$ cat config.mk
export PLATFORM = sky130hd
export DESIGN_NAME = ten_ctrl
export DESIGN_NICKNAME = d
export VERILOG_FILES = /design/src/hdl/ten_pkg.sv /design/src/hdl/ten_ctrl.sv
export SDC_FILE = /design/constraint.sdc
export NUM_CORES = 1
export LEC_CHECK = 0
export BUFFER_PORTS_ARGS = -buffer_cell sky130_fd_sc_hd__buf_2
export CAP_MARGIN = 20
export CORE_AREA = 2 2 39 41
export CTS_BUF_LIST = sky130_fd_sc_hd__clkbuf_8
export DETAILED_ROUTE_END_ITERATION = 8
export DIE_AREA = 0 0 41 43
export MAX_ROUTING_LAYER = met4
export PLACE_DENSITY = 0.62
export REMOVE_ABC_BUFFERS = 1
export SYNTH_ARGS = -nofsm -noshare
export SYNTH_HDL_FRONTEND = slang
export SYNTH_SLANG_ARGS = --single-unit
$ cat constraint.sdc
create_clock -name clk_i -period 2.4 [get_ports clk_i]
set_clock_uncertainty 0.15 [all_clocks]
set_input_delay 0.24 -clock clk_i [delete_from_list [all_inputs] [get_ports clk_i]]
set_output_delay 0.24 -clock clk_i [all_outputs]
set_load 0.005 [all_outputs]
$ cat src/hdl/ten_pkg.sv
// Package for the triangle edge numbering block: types and constants.
package ten_pkg;

  localparam int unsigned NodeBitsDef = 16;
  localparam int unsigned MaxEdgesDef = 4096;
  localparam int unsigned NumW = 12;
  localparam int unsigned CntW = 13;

  typedef enum logic [0:0] {
    OP_ADD   = 1'b0,
    OP_CLEAR = 1'b1
  } op_e;

  typedef struct packed {
    logic        opcode;
    logic [15:0] node_a;
    logic [15:0] node_b;
    logic [15:0] node_c;
    logic        last_triangle;
  } in_word_t;

  typedef struct packed {
    logic [NumW-1:0] edge_opposite_a;
    logic [NumW-1:0] edge_opposite_b;
    logic [NumW-1:0] edge_opposite_c;
    logic [2:0]      new_edge_mask;
    logic [CntW-1:0] edges_total;
    logic            overflow;
    logic            last;
  } out_word_t;

  // Controller to datapath commands
  typedef struct packed {
    logic       load;      // capture input word, reset per-item results
    logic       clear;     // empty the table
    logic       scan_rst;  // start search of current edge at entry 0
    logic       scan_step; // compare read data, advance address
    logic       commit;    // resolve edge: record match, insert or overflow
    logic [1:0] edge_sel;  // which edge of the triangle
  } ctl_t;

  // Datapath to controller status
  typedef struct packed {
    logic hit;   // registered read data matches current key
    logic at_end; // search has covered all stored entries
  } sts_t;

endpackage

$ cat src/hdl/ten_ctrl.sv
// Controller state machine for the triangle edge numbering block.
module ten_ctrl (
  input  logic          clk_i,
  input  logic          rst_ni,
  input  logic          start_i,
  input  logic          opcode_i,
  input  ten_pkg::sts_t sts_i,
  output ten_pkg::ctl_t ctl_o,
  output logic          busy_o,
  output logic          done_o
);
  import ten_pkg::*;

  typedef enum logic [3:0] {
    S_IDLE = 4'b0001,
    S_INIT = 4'b0010,
    S_SCAN = 4'b0100,
    S_DONE = 4'b1000
  } state_e;

  state_e     state_q, state_d;
  logic [1:0] edge_q, edge_d;

  always_comb begin
    state_d = state_q;
    edge_d  = edge_q;
    ctl_o   = '0;
    ctl_o.edge_sel = edge_q;
    done_o  = 1'b0;
    case (state_q)
      S_IDLE: begin
        if (start_i) begin
          ctl_o.load = 1'b1;
          if (opcode_i == OP_CLEAR) begin
            ctl_o.clear = 1'b1;
            state_d = S_DONE;
          end else begin
            edge_d  = 2'd0;
            state_d = S_INIT;
          end
        end
      end
      S_INIT: begin
        ctl_o.scan_rst = 1'b1;
        state_d = S_SCAN;
      end
      S_SCAN: begin
        // read data for the current address is already registered in rd_q here
        if (sts_i.hit || sts_i.at_end) begin
          ctl_o.commit = 1'b1;
          if (edge_q == 2'd2) begin
            state_d = S_DONE;
          end else begin
            edge_d  = edge_q + 2'd1;
            state_d = S_INIT;
          end
        end else begin
          ctl_o.scan_step = 1'b1;
        end
      end
      S_DONE: begin
        done_o  = 1'b1;
        state_d = S_IDLE;
      end
      default: state_d = S_IDLE;
    endcase
  end

  always_ff @(posedge clk_i or negedge rst_ni) begin
    if (!rst_ni) begin
      state_q <= S_IDLE;
      edge_q  <= 2'd0;
    end else begin
      state_q <= state_d;
      edge_q  <= edge_d;
    end
  end

  assign busy_o = (state_q != S_IDLE);

`ifndef NO_ASSERTIONS
  a_onehot: assert property (@(posedge clk_i) disable iff (!rst_ni) $onehot(state_q))
    else $error("state not one-hot");
  a_done_idle: assert property (@(posedge clk_i) disable iff (!rst_ni)
    done_o |=> state_q == S_IDLE) else $error("done not followed by idle");
  a_edge_rng: assert property (@(posedge clk_i) disable iff (!rst_ni)
    edge_q != 2'd3) else $error("edge select out of range");
`endif
endmodule

==> summary.txt <==
Status
  • Outcome: finished clean

CTS
  • CTS Buffer Depth: 2
  • CTS tree: built
  • Resized cells post-CTS: 0
  • Clock transition at path regs: 0.04 ns
  • Cts-stage hold buffer count: 1
  • Post-CTS Setup Inserts: 0
  • CTS H-tree lvls: 1
  • CTS root buf: clkbuf_8
  • CTS buffer count: 3
  • Worst skew pair latency: 0.22 ns
  • CTS Sinks: 6

STA
  • Worst rel slew slack: 72.53%
  • RSZ-0062 raised after global routing: no
  • Max Clock Freq: 539.1 MHz
  • Actual slew at the worst max-slew pin: 0.4120 ns
  • Final hold viol count: 0
  • Slew Viols, Final: 0
  • Setup WS post-layout: 0.5452 ns
  • Final setup violation count: 0
  • Total negative slack: 0 ns
  • Fin crit share: 77.28%
  • Fin crit period: 1.855 ns

Detailed routing
  • M1 wire length: 413 microns
  • Detailed Route WL: 838 microns
  • DR iter-0 viols: 5
  • Via count: 344
  • Vias per cell: 4.649
  • DRC viols: 0
  • Drt pass-1 iters: 4
  • Met3 wire length: 45 microns
  • WL/cell: 11.32 microns
  • Top sig layer: met3
  • Routed Antenna Nets: 0
  • Met2 WL post-DR: 378 microns

Worst setup path
  • Worst path slowest cell: dfrtp_1
  • CP bufs+invs: 1
  • CP peak stage delay: 0.52 ns
  • Critical path class: reg2out
  • Flop-to-flop setup slack: 0.58 ns
  • Worst EP arrival: 1.46 ns
  • Crit. End Element: output port
  • CP Launch Type: register
  • Crit path required time: 2.01 ns
  • Worst-path cell chain: or3_4, nor3_1, buf_2
  • Critical path's top delay family: simple AND/OR/NAND/NOR gates
  • Crit-path max FO: 11

GRT
  • Largest net degree at the start of global routing: 12
  • Grt ovf: 0
  • First-pass GRT wire length: 1.380 mm
  • Tot GR Track Use: 12.37%
  • Initial antenna violation count: 0
  • Vias in the first global route: 332

Floorplanning
  • DIE WIDTH: 41 microns
  • Die area: 1763 sq um
  • Core ar.: 1384 sq um
  • Die Y: 43 microns
  • Initial Util: 28.21%
  • Ports: 15
  • Num rows: 14

Synthesis
  • Library cells used by synthesis: 25
  • Synth area leader: dfrtp_1
  • Post-synthesis mux area share: 2.885%
  • Warnings, synthesis: 0
  • Area share of and/or/nand/nor cells after synthesis: 37.82%
  • Post-Synth XOR/XNOR Area: 2.244%
  • Main combinational cell family by area after synthesis: simple AND/OR/NAND/NOR gates
  • Syn Inst Count: 41
  • Synth top area cells: dfrtp_1 (32%), dfstp_2 (6.7%), nor4_4 (5.4%)
  • Synthesized cell area: 390.4 sq um
  • Synth Register Bits: 6
  • Syn avg cell area: 9.521 sq um
  • Yosys top cell area share: 32.05%
  • Sequential area share after synthesis: 38.78%
  • Synth Area in Compound Gates: 10.26%
  • Synth Area in Adders: 3.205%

Power and ir drop
  • P_leak: 0.2499 nW
  • Power Dens Cells: 929.0 nW/um^2
  • Worst vdd ir: 358.3 uV

Final layout
  • Nets: 66
  • Most frequent cells in the layout: buf_2 (14), nor2_1 (5), dfrtp_1 (5), inv_1 (4)
  • N_diodes: 0
  • Area Growth Syn to Fin: 35.26%
  • Proportion of layout cells with a drive suffix above 1: 37.93%
  • Commonest non-fill, non-tap cell in the layout: buf_2

Run
  • Max Cap Violations: 0

Placement
  • Port bufs: 14
  • Place WS: 0.6016 ns
  • Final GP Congestion: 0.6247

Worst hold path
  • Min-Delay Path Class: in2async
area by class of cell:
cell class,instances,area [sq um]
Multi-Input combinational cell,30,220.2
Sequential cell,6,151.4
Tap cell,16,20.02
Inverter,3,11.26
Clock buffer,3,41.29
Clock inverter,1,3.754
Fill cell,149,855.8
Timing Repair Buffer,15,80.08
through the flow:
step | std cells | power, W | util, % | area, sq um | hold slack (ns)
4_1_cts | 74 | 0.0005017 | 38.16 | 528.0 | 0.2092
6_report | 74 | 0.0004905 | 38.16 | 528.0 | 0.2156
2_1_floorplan | 39 | 0.0002764 | - | 382.9 | -0.2056
3_3_place_gp | 69 | 0.0003353 | 34.18 | 473.0 | -0.08194
5_1_grt | 74 | 0.0005339 | 38.16 | 528.0 | 0.2531
3_5_place_dp | 69 | 0.0003366 | 34.18 | 473.0 | -0.07355
report_power, final:
group	total, W	internal [W]	switching [W]	leakage [nW]
Clock	0.000156	0.000110	0.0000455	0.0269
Sequential	0.000181	0.000131	0.0000497	0.0791
Combinational	0.000154	0.0000830	0.0000711	0.144
Total	0.000490	0.000324	0.000166	0.250
sequential cells by signal, indices dropped and copies added, names as in the netlist:
register and count:
state_q 4, edge_q 2
metal layers:
metal	global-route usage, %	vias to the layer above
met3	3.141	0
met5	-	-
met2	17.81	9
met4	10.00	0
li1	-	180
met1	13.62	155
kinds of logic after synthesis:
family,after synthesis
flops,6
buf+inv,5
simple gates,21
mux,1
compound gates,6
fa+ha+maj,1
xor+xnor,1
worst paths after layout:
| check | start | endpoint | cells after the start |
|---|---|---|---|
| max | state_q[1] | ctl_o[3] | 3 |
| min | rst_ni | edge_q[1] | 2 |
| max reg2reg | state_q[1] | edge_q[0] | 3 |
| min reg2reg | edge_q[1] | edge_q[1] | 1 |
| max in group asynchronous | rst_ni | state_q[0] | 2 |
| min in group clk_i | opcode_i | state_q[3] | 3 |
synth_stat cells:
| master | instances |
|---|---|
| a211oi_1 | 1 |
| a21oi_1 | 1 |
| a2bb2oi_1 | 1 |
| and2b_1 | 1 |
| clkbuf_1 | 2 |
| dfrtp_1 | 5 |
| dfstp_2 | 1 |
| ha_1 | 1 |
| inv_1 | 3 |
| mux2_2 | 1 |
| nand2_1 | 1 |
| nand2b_1 | 2 |
| nand2b_4 | 1 |
| nand3b_1 | 2 |
| nor2_1 | 5 |
| nor3_1 | 3 |
| nor4_1 | 2 |
| nor4_4 | 1 |
| nor4b_1 | 1 |
| o21a_1 | 1 |
| o21ai_0 | 1 |
| o22ai_1 | 1 |
| or3_4 | 1 |
| or4_1 | 1 |
| xnor2_1 | 1 |
Power figures use the tool's default switching activity.
